===== config.mk =====
export PLATFORM = sky130hd
export DESIGN_NAME = usb_descriptor_class_mask_unit
export DESIGN_NICKNAME = d
export VERILOG_FILES = /design/src/rtl/core/usbdcm_pkg.sv /design/src/rtl/core/usbdcm_walker.sv /design/src/rtl/core/usb_descriptor_class_mask_unit.sv
export SDC_FILE = /design/constraint.sdc
export NUM_CORES = 1
export LEC_CHECK = 0
export ABC_AREA = 1
export BUFFER_PORTS_ARGS = -buffer_cell sky130_fd_sc_hd__buf_2
export CORE_MARGIN = 2
export CORE_UTILIZATION = 38
export CTS_CLUSTER_DIAMETER = 120
export DETAILED_ROUTE_END_ITERATION = 7
export GPL_ROUTABILITY_DRIVEN = 1
export SYNTH_ARGS = -nofsm -noshare
export SYNTH_HDL_FRONTEND = slang
export SYNTH_HIERARCHICAL = 1
export SYNTH_SLANG_ARGS = --single-unit

===== constraint.sdc =====
create_clock -name clock -period 5.1 [get_ports clock]
set_clock_uncertainty 0.05 [all_clocks]
set_input_delay 0.51 -clock clock [delete_from_list [all_inputs] [get_ports clock]]
set_output_delay 0.51 -clock clock [all_outputs]
set_load 0.005 [all_outputs]

===== src/rtl/core/usbdcm_pkg.sv =====
`timescale 1ns / 1ps
// ----------------------------------------------------------------------------
// usbdcm_pkg
// Shared types, class mask bits and class mapping for the descriptor class
// mask unit.
// ----------------------------------------------------------------------------
package usbdcm_pkg;

   typedef enum logic [1:0] {
      OP_BEGIN_DEVICE = 2'd0,
      OP_BEGIN_CONFIG = 2'd1,
      OP_DESC_BYTE    = 2'd2,
      OP_END_DEVICE   = 2'd3
   } op_type;

   localparam logic [31:0] BIT_AUDIO   = 32'h0000_0002;
   localparam logic [31:0] BIT_COMM    = 32'h0000_0004;
   localparam logic [31:0] BIT_HID     = 32'h0000_0008;
   localparam logic [31:0] BIT_PRINTER = 32'h0000_0080;
   localparam logic [31:0] BIT_STORAGE = 32'h0000_0100;
   localparam logic [31:0] BIT_HUB     = 32'h0000_0200;
   localparam logic [31:0] BIT_VIDEO   = 32'h0000_4000;
   localparam logic [31:0] BIT_OTHER   = 32'h8000_0000;

   localparam logic [7:0] INTF_TYPE    = 8'd4;
   localparam logic [15:0] CLASS_OFFSET = 16'd5;
   localparam logic [7:0] INTF_MIN_LEN = 8'd6;

   // class byte found in an interface descriptor
   typedef struct packed {
      logic       hit;
      logic [7:0] class_code;
   } walk_hit_type;

   function automatic logic [31:0] class_bits(input logic [7:0] code);
      logic [31:0] bits;
      unique case (code)
         8'h01: bits = BIT_AUDIO;
         8'h02, 8'h0A, 8'hE0: bits = BIT_COMM;
         8'h03: bits = BIT_HID;
         8'h07: bits = BIT_PRINTER;
         8'h08: bits = BIT_STORAGE;
         8'h09: bits = BIT_HUB;
         8'h0E: bits = BIT_VIDEO;
         8'h10: bits = BIT_VIDEO | BIT_AUDIO;
         default: bits = BIT_OTHER;
      endcase
      return bits;
   endfunction

   function automatic logic [31:0] reduce_mask(input logic [31:0] m);
      logic [31:0] r;
      priority if ((m & BIT_PRINTER) != 32'd0) begin
         r = BIT_PRINTER;
      end else if ((m & BIT_COMM) != 32'd0) begin
         r = BIT_COMM;
      end else if ((m & (BIT_AUDIO | BIT_VIDEO)) != 32'd0) begin
         r = m & (BIT_AUDIO | BIT_VIDEO);
      end else begin
         r = m;
      end
      return r;
   endfunction

endpackage


===== src/rtl/core/usbdcm_walker.sv =====
`timescale 1ns / 1ps
// ----------------------------------------------------------------------------
// usbdcm_walker
// Descriptor walk state: tracks byte position and descriptor headers inside
// one configuration and flags interface class bytes.
// ----------------------------------------------------------------------------
module usbdcm_walker (
   input  logic                  clock,
   input  logic                  reset,
   input  logic                  step,
   input  usbdcm_pkg::op_type    op,
   input  logic [7:0]            data_byte,
   input  logic [15:0]           total_length,
   output usbdcm_pkg::walk_hit_type hit
);
   import usbdcm_pkg::*;

   logic [15:0] config_total_ff, config_total_in;
   logic [15:0] byte_position_ff, byte_position_in;
   logic [15:0] next_header_ff, next_header_in;
   logic [7:0]  desc_length_ff, desc_length_in;
   logic [7:0]  desc_type_ff, desc_type_in;
   logic        walk_stopped_ff, walk_stopped_in;

   logic [15:0] rel;
   logic        hdr_fits;
   logic        body_fits;
   logic        pos_hdr_fits;
   logic        desc_last;

   assign rel          = byte_position_ff - next_header_ff;
   assign hdr_fits     = ({1'b0, next_header_ff} + 17'd2) <= {1'b0, config_total_ff};
   assign body_fits    = ({1'b0, next_header_ff} + {9'd0, desc_length_ff})
                         <= {1'b0, config_total_ff};
   assign pos_hdr_fits = ({1'b0, byte_position_ff} + 17'd2) <= {1'b0, config_total_ff};
   assign desc_last    = ({1'b0, rel} + 17'd1) == {9'd0, desc_length_ff};

   always_comb begin
      config_total_in  = config_total_ff;
      byte_position_in = byte_position_ff;
      next_header_in   = next_header_ff;
      desc_length_in   = desc_length_ff;
      desc_type_in     = desc_type_ff;
      walk_stopped_in  = walk_stopped_ff;
      hit.hit          = 1'b0;
      hit.class_code   = data_byte;
      if (step) begin
         unique case (op)
            OP_BEGIN_DEVICE, OP_END_DEVICE: begin
               walk_stopped_in = 1'b1;
            end
            OP_BEGIN_CONFIG: begin
               config_total_in  = total_length;
               byte_position_in = 16'd0;
               next_header_in   = 16'd0;
               desc_length_in   = 8'd0;
               desc_type_in     = 8'd0;
               walk_stopped_in  = 1'b0;
            end
            OP_DESC_BYTE: begin
               if (!walk_stopped_ff) begin
                  byte_position_in = byte_position_ff + 16'd1;
                  if (rel == 16'd0) begin
                     if (!hdr_fits) begin
                        walk_stopped_in = 1'b1;
                     end else begin
                        desc_length_in = data_byte;
                     end
                  end else if (rel == 16'd1 &&
                               (desc_length_ff == 8'd0 || !body_fits)) begin
                     desc_type_in    = data_byte;
                     walk_stopped_in = 1'b1;
                  end else if (rel == 16'd1 && desc_length_ff == 8'd1) begin
                     // one-byte descriptor: its type byte is the next bLength
                     desc_type_in   = data_byte;
                     next_header_in = byte_position_ff;
                     if (!pos_hdr_fits) begin
                        walk_stopped_in = 1'b1;
                     end else begin
                        desc_length_in = data_byte;
                     end
                  end else begin
                     if (rel == 16'd1) begin
                        desc_type_in = data_byte;
                     end
                     if (rel == CLASS_OFFSET && desc_type_ff == INTF_TYPE &&
                         desc_length_ff >= INTF_MIN_LEN) begin
                        hit.hit = 1'b1;
                     end
                     if (desc_last) begin
                        next_header_in = byte_position_ff + 16'd1;
                     end
                  end
               end
            end
            default: begin
               walk_stopped_in = walk_stopped_ff;
            end
         endcase
      end
   end

   always_ff @(posedge clock) begin
      if (reset) begin
         config_total_ff  <= 16'd0;
         byte_position_ff <= 16'd0;
         next_header_ff   <= 16'd0;
         desc_length_ff   <= 8'd0;
         desc_type_ff     <= 8'd0;
         walk_stopped_ff  <= 1'b1;
      end else begin
         config_total_ff  <= config_total_in;
         byte_position_ff <= byte_position_in;
         next_header_ff   <= next_header_in;
         desc_length_ff   <= desc_length_in;
         desc_type_ff     <= desc_type_in;
         walk_stopped_ff  <= walk_stopped_in;
      end
   end

endmodule


===== src/rtl/core/usb_descriptor_class_mask_unit.sv =====
`timescale 1ns / 1ps
// ----------------------------------------------------------------------------
// usb_descriptor_class_mask_unit
// Walks configuration descriptor bytes and reports a reduced device class mask.
// ----------------------------------------------------------------------------
// One word is taken every clock cycle while the input side is not held. Each word is
// held in an input register and processed from there by the descriptor walk and
// the mask update; an end-device word puts the reduced class mask into the result
// register once that register is free. Only an end-device word waiting behind
// a stalled result holds the input side.
module usb_descriptor_class_mask_unit (
   input  logic        clock,
   input  logic        reset,
   input  logic        req_valid,
   output logic        req_stall,
   input  logic [1:0]  req_opcode,
   input  logic [7:0]  req_data_byte,
   input  logic [15:0] req_total_length,
   output logic        rsp_valid,
   input  logic        rsp_stall,
   output logic [31:0] rsp_class_mask
);
   import usbdcm_pkg::*;

   logic        s1_valid_ff, s1_valid_in;
   op_type      s1_op_ff, s1_op_in;
   logic [7:0]  s1_byte_ff, s1_byte_in;
   logic [15:0] s1_total_ff, s1_total_in;
   logic [31:0] accum_mask_ff, accum_mask_in;
   logic        rsp_valid_ff, rsp_valid_in;
   logic [31:0] rsp_mask_ff, rsp_mask_in;

   logic         out_free;
   logic         s1_fire;
   logic [31:0]  reduced;
   walk_hit_type hit;

   assign out_free  = !rsp_valid_ff || !rsp_stall;
   assign s1_fire   = s1_valid_ff && (s1_op_ff != OP_END_DEVICE || out_free);
   assign req_stall = s1_valid_ff && !s1_fire;
   assign reduced   = reduce_mask(accum_mask_ff);

   usbdcm_walker u_walker (
      .clock        (clock),
      .reset        (reset),
      .step         (s1_fire),
      .op           (s1_op_ff),
      .data_byte    (s1_byte_ff),
      .total_length (s1_total_ff),
      .hit          (hit)
   );

   always_comb begin
      s1_valid_in = s1_valid_ff;
      s1_op_in    = s1_op_ff;
      s1_byte_in  = s1_byte_ff;
      s1_total_in = s1_total_ff;
      if (!req_stall) begin
         s1_valid_in = req_valid;
         s1_op_in    = op_type'(req_opcode);
         s1_byte_in  = req_data_byte;
         s1_total_in = req_total_length;
      end

      accum_mask_in = accum_mask_ff;
      rsp_mask_in   = rsp_mask_ff;
      rsp_valid_in  = rsp_valid_ff && rsp_stall;
      if (s1_fire) begin
         unique case (s1_op_ff)
            OP_BEGIN_DEVICE: begin
               accum_mask_in = (s1_byte_ff != 8'd0) ? class_bits(s1_byte_ff) : 32'd0;
            end
            OP_DESC_BYTE: begin
               if (hit.hit) begin
                  accum_mask_in = accum_mask_ff | class_bits(hit.class_code);
               end
            end
            OP_END_DEVICE: begin
               accum_mask_in = reduced;
               rsp_mask_in   = reduced;
               rsp_valid_in  = 1'b1;
            end
            default: begin
               accum_mask_in = accum_mask_ff;
            end
         endcase
      end
   end

   always_ff @(posedge clock) begin
      if (reset) begin
         s1_valid_ff   <= 1'b0;
         accum_mask_ff <= 32'd0;
         rsp_valid_ff  <= 1'b0;
      end else begin
         s1_valid_ff   <= s1_valid_in;
         accum_mask_ff <= accum_mask_in;
         rsp_valid_ff  <= rsp_valid_in;
      end
      s1_op_ff    <= s1_op_in;
      s1_byte_ff  <= s1_byte_in;
      s1_total_ff <= s1_total_in;
      rsp_mask_ff <= rsp_mask_in;
   end

   assign rsp_valid      = rsp_valid_ff;
   assign rsp_class_mask = rsp_mask_ff;

endmodule


After elaboration in Yosys (flattened, before gate mapping)
Cells that the tools add are included.
Widths: inputs -> output; s select.

cells by class
  add/subtract/negate cells = 6
  order comparisons = 4
  eq/ne operators = 29
  multiplexer cells = 47
  bitwise logic cells = 1
  reductions and logical operators = 30

operator list
  kind                   number
  $mux 32                8
  $pmux 32 s8            1
  $mux 16                6
  $pmux 32 s3            1
  $mux 8                 11
  $pmux 16 s2            2
  $le 17x16->1           3
  $add 16x2->17 const B  2
  $eq 8x4->1 const B     4
  $or 32x32->32          1
  $pmux 8 s2             2
  $reduce_bool 32->1     1
  $add 16x1->17 const B  1
  $add 16x8->17          1
  $eq 17x8->1            1
  $add 16x1->16 const B  1
  $eq 16x1->1 const B    1
  $eq 16x3->1 const B    1
  $eq 8x1->1 const B     2
  $eq 8x2->1 const B     2
  $eq 8x3->1 const B     2
  $logic_not 16->1       1
  $sub 16x16->16         1
  $mux 1                 15
  25 further kinds       46

storage, ports and cells
  bits in registers = 157
  input port bits = 30
  output and inout bits = 34
  word-level logic and storage cells = 130

Depth between registers and ports, before layout
  depth in word-level cells = 17
  depth in mapped cells = 27
  gate-level depth less buffers = 27

Modules after synthesis
Netlist, hierarchy kept.

modules (own cells, without submodules)
  module                          times used  cells each  area an instance (µm²)  seq. area each (µm²)
  usbdcm_walker                   1           1,134       6,954.2                 1,301.2
  usb_descriptor_class_mask_unit  1           409         3,803.6                 2,422.3

Least setup slack after synthesis
OpenSTA, ideal clock, no wires.

  path type = register to register
  start = reg u_walker.desc_length_ff[0]
  end = reg u_walker.next_header_ff[8]
  setup time = 0.115 ns
  arrival time = 3.361 ns
  data required time = 4.935 ns
  slack = 1.574 ns
  cell stages (with the launch flop) = 25
  path buffers = 1
  period minus slack after synthesis = 3.526 ns
  path through = dfxtp_1 -> ha_1 -> inv_1 -> fa_1 -> nor2_1 -> a211oi_1 -> o21ai_0 -> inv_1 -> nor2_1 -> xor2_1 -> ha_1 -> a21oi_1 -> o21a_1 -> o21ai_0 -> a21oi_1 -> nand2_1 -> nand2_1 -> nand2_1 -> nand3_1 -> nor2_1 -> nor2_2 -> buf_6 -> nand3_1 -> nand2_1 -> nor2_1

between the ends
  word-level cells in the longest chain between the ends = 7
  elaborated cells on any way between the ends = 17
  those cells by class = add/sub (1); order compare (1); eq/ne (4); mux (5); reduce/logical (6)

ends and longest elaborated chain
  what                                                                     line                                      source
  from (decl)                                                              usbdcm_walker.sv:21                       logic [7:0] desc_length_ff, desc_length_in;
  from (signal assigned)                                                   usbdcm_walker.sv:115                      desc_length_ff <= desc_length_in;
  $add 16x8->17 / $eq 8x1->1 (equally long branches)                       usbdcm_walker.sv:33, usbdcm_walker.sv:73
  $le 17x16->1 / $logic_and 1x1->1 (equally long branches)                 usbdcm_walker.sv:34, usbdcm_walker.sv:73
  $logic_not 1->1 / $mux 16 (equally long branches)                        usbdcm_walker.sv:70, usbdcm_walker.sv:73
  $logic_or 1x1->1 / $mux 16 (equally long branches)                       usbdcm_walker.sv:70, usbdcm_walker.sv:69
  $logic_and 1x1->1 / $mux 16 (equally long branches)                      usbdcm_walker.sv:69, usbdcm_walker.sv:63
  $ne 2x2->1 (no source line) / $mux 16 (equally long branches)            --
  $reduce_and 6->1 (no source line) / $pmux 16 s2 (equally long branches)  --
  to (signal assigned)                                                     usbdcm_walker.sv:114                      next_header_ff <= next_header_in;
  to (decl)                                                                usbdcm_walker.sv:20                       logic [15:0] next_header_ff, next_header_in;

Several ways; a longest one is shown, not always the timed one. The select of a mux whose other input is x is not followed.
A chain may end at the register's enable or synchronous reset.

Worst setup path in the final report
  start = reg u_walker.next_header_ff[1]
  end = reg u_walker.next_header_ff[3]

between the ends
  word-level cells in the longest chain between the ends = 8
  elaborated cells on any way between the ends = 20
  those cells by class = add/sub (3); order compare (1); eq/ne (5); mux (5); reduce/logical (6)

ends and longest elaborated chain
  what
  branches (longest 8 deep; another with $add 16x1->17)

Parallel ways; which one is timed is not known. The select of a mux whose other input is x is not followed.

==> results.tsv <==
metric	value	unit
crit_required	5.38	ns
cts_tree	yes	
port_buffers	63	
grt_pass1_vias	8818	
irDropWorstVdd	0.1660	mV
ys_ff_latch	157	
fp.dieW	172.3	microns
finalPower	3.084	mW
clock-sinks	157	
clk_latency	0.44	ns
tightestPinTransition	1.066	ns
synth_cell_types	53	
first_pass_iters	5	
finalWirelength	27930	microns
syn2layout_area_growth	10.63	%
status	finished, final reports clean	
core_area	27860	sq um
yosys_warnings	6	
drive_above_1_share	10.14	%
drv_cap	0	
grt_max_degree	57	
synth_area_leaders	dfxtp_1 (18%), edfxtp_1 (16%), nand2_1 (15%), ha_1 (9.0%), inv_1 (6.7%)	
seq_area_frac_synth	34.61	%
hold_viol	0	
clkTransAtPathRegs	0.07	ns
p_leak	5.636	nW
period_needed	4.256	ns
hold_buffers	0	
final_util	42.72	%
cts_made_buffers	17	
postRouteAntennaNets	0	
htree_levels	4	
die_area	29670	sq um
fin_tns_setup	0	ns
grt_overflow	0	
globalplace.congestion	0.9067	
clock_path_buffers	2	
via_per_inst	4.911	
critPathCaptureType	flip-flop	
min_path_type	in -> reg	
n_antenna_cell	0	
num_vias	9704	
grt_pass1_wl	44380	microns
hpwlAfterDp	21240	microns
rsz0062_at_grt	false	
max_freq	235.0	MHz
worstPathArrival	4.54	ns
drt-initial-drc-count	647	
synthFlopType	dfxtp_1	
post_drt_wl_per_cell	14.14	microns
syn-num-nets	1652	
drc_errors	0	
std_cell_rows	61	
critPathKind	reg -> reg	
slew_viol_final	0	
syn_area	10760	sq um
synth_cells	1543	
die_h	172.3	microns
maxSlewHeadroom	28.86	%
nets	1694	
post_cts_buffers	0	
io-pin-count	64	
synth_edf_count	58	
antenna_found_initial	0	
grt_usage	19.25	%
cp-start-kind	flip-flop	
async_flop_share	0	%
initial_core_util	38.62	%
cp_max_fo	23	
p_per_area	259.1	nW/um^2
yosysTopAreaCell	dfxtp_1	
root_buffer	clkbuf_16	
setup_violations	0	
yosysTopAreaCellShare	18.42	%
cts_resized	0	
fin_crit_sh	83.44	%
holdWs	0.1932	ns
postSynthAreaPerCell	6.972	sq um
-- power by group --
part / switching (mW) / internal [mW] / total [mW]
logic: 0.315 / 0.150 / 0.465
clock network: 0.612 / 0.659 / 1.27
registers: 0.0277 / 1.32 / 1.35
-- metal layers --
metal	track usage, %	share of wire [%]	up-vias
li1	-	-	5062
met1	24.87	45	4380
met2	32.46	48	220
met3	3.044	4.4	42
met4	7.161	2.6	0
met5	0	0	-
-- registers in the layout, summed over array words and instances (netlist names) --
signal	flops
rsp_class_mask	32
s1_valid_ff	1
u_walker/byte_position_ff	16
s1_total_ff	16
u_walker/desc_type_ff	8
u_walker/config_total_ff	16
u_walker/desc_length_ff	8
rsp_valid	1
accum_mask_ff	32
u_walker/next_header_ff	16
s1_op_ff	2
u_walker/walk_stopped_ff	1
s1_byte_ff	8
-- area by class of cell --
| class | count | area [sq um] |
|---|---|---|
| repair buffers | 70 | 367.9 |
| fillers | 2856 | 15960 |
| clock buffers | 17 | 425.4 |
| well taps | 378 | 473.0 |
| flip-flops and latches | 157 | 3724 |
| inverters | 204 | 769.5 |
| multi-input cells | 1135 | 5981 |
| clock inverters | 15 | 161.4 |
-- stage by stage --
stage                     instance area [sq um]  setup slack (ns)  std cells
after floorplan                           10760             1.574       1543
after global placement                    11310             1.047       1944
after detailed placement                  11310            0.9295       1944
after CTS                                 11900            0.9089       1976
after global routing                      11900            0.4040       1976
final                                     11900            0.8444       1976
-- final timing paths --
| kind | slack, ns | to | from | cells after the start |
|---|---|---|---|---|
| max | 0.84 | u_walker/next_header_ff[3]$_SDFFE_PP0P_ | u_walker/next_header_ff[1]$_SDFFE_PP0P_ | 24 |
| min | 0.19 | s1_byte_ff[1]$_DFFE_PN_ | req_data_byte[1] | 1 |
| max reg2reg | 0.84 | u_walker/next_header_ff[3]$_SDFFE_PP0P_ | u_walker/next_header_ff[1]$_SDFFE_PP0P_ | 24 |
| min reg2reg | 0.41 | accum_mask_ff[27]$_SDFFE_PP0P_ | accum_mask_ff[27]$_SDFFE_PP0P_ | 2 |
-- critical path, stage by stage (launching register included) --
cell      delay [ns]
dfxtp_1         0.46
inv_1           0.15
fa_1            0.48
nor2_1          0.13
a211oi_1        0.09
o21ai_0         0.47
inv_1           0.08
nor2_1          0.16
nand2_1         0.08
xor2_1          0.15
ha_1            0.30
nand2_1         0.06
nor3_1          0.25
o21ai_0         0.13
nand2_1         0.08
nand2_1         0.05
nand2_1         0.11
nand3_1         0.13
nor2_1          0.14
nor2_2          0.04
buf_4           0.21
nand2_4         0.15
nand2_1         0.07
nand2_1         0.07
nor2_1          0.05
-- logic make-up after synthesis --
logic type,synth area share (%)
AO/OA/AOI/OAI,10.29
XOR/XNOR,4.071
adder cells (fa/ha/maj),9.328
buffers and inverters,9.793
flip-flops,34.61
multiplexers,0.09305
AND/OR/NAND/NOR,31.81
-- synthesized netlist by cell type (all sizes together) (2+ instances only) --
master  instances
a211oi          2
a21oi         119
a31oi           4
buf            26
clkbuf         21
clkinv          3
dfxtp          99
edfxtp         58
fa              2
ha             77
inv           201
nand2         441
nand3         113
nand4          17
nor2          189
nor3           27
nor4            4
o21a            3
o21ai          54
o21bai          2
o22ai           9
o31ai           2
or2             9
xnor2           4
xor2           46
-- layout by cell type (no fill, tap or decap), drive strengths merged --
cell type	n
nor2	189
o21a	3
mux2i	1
nor3b	1
a211oi	2
and3	1
o2111ai	1
ha	77
o22ai	9
a22oi	1
a21oi	119
o21ai	54
o21bai	2
a21o	1
o31ai	2
dfxtp	99
nor4	4
nand3	113
o211ai	1
xor2	46
edfxtp	58
inv	211
nand4	17
or2	9
clkbuf	17
nand2	441
fa	2
clkinv	6
buf	70
o311ai	1
a31oi	4
or4	1
xnor2	4
nor3	27
a21boi	1
nand3b	1
clkinvlp	2
Power figures use the tool's default switching activity.
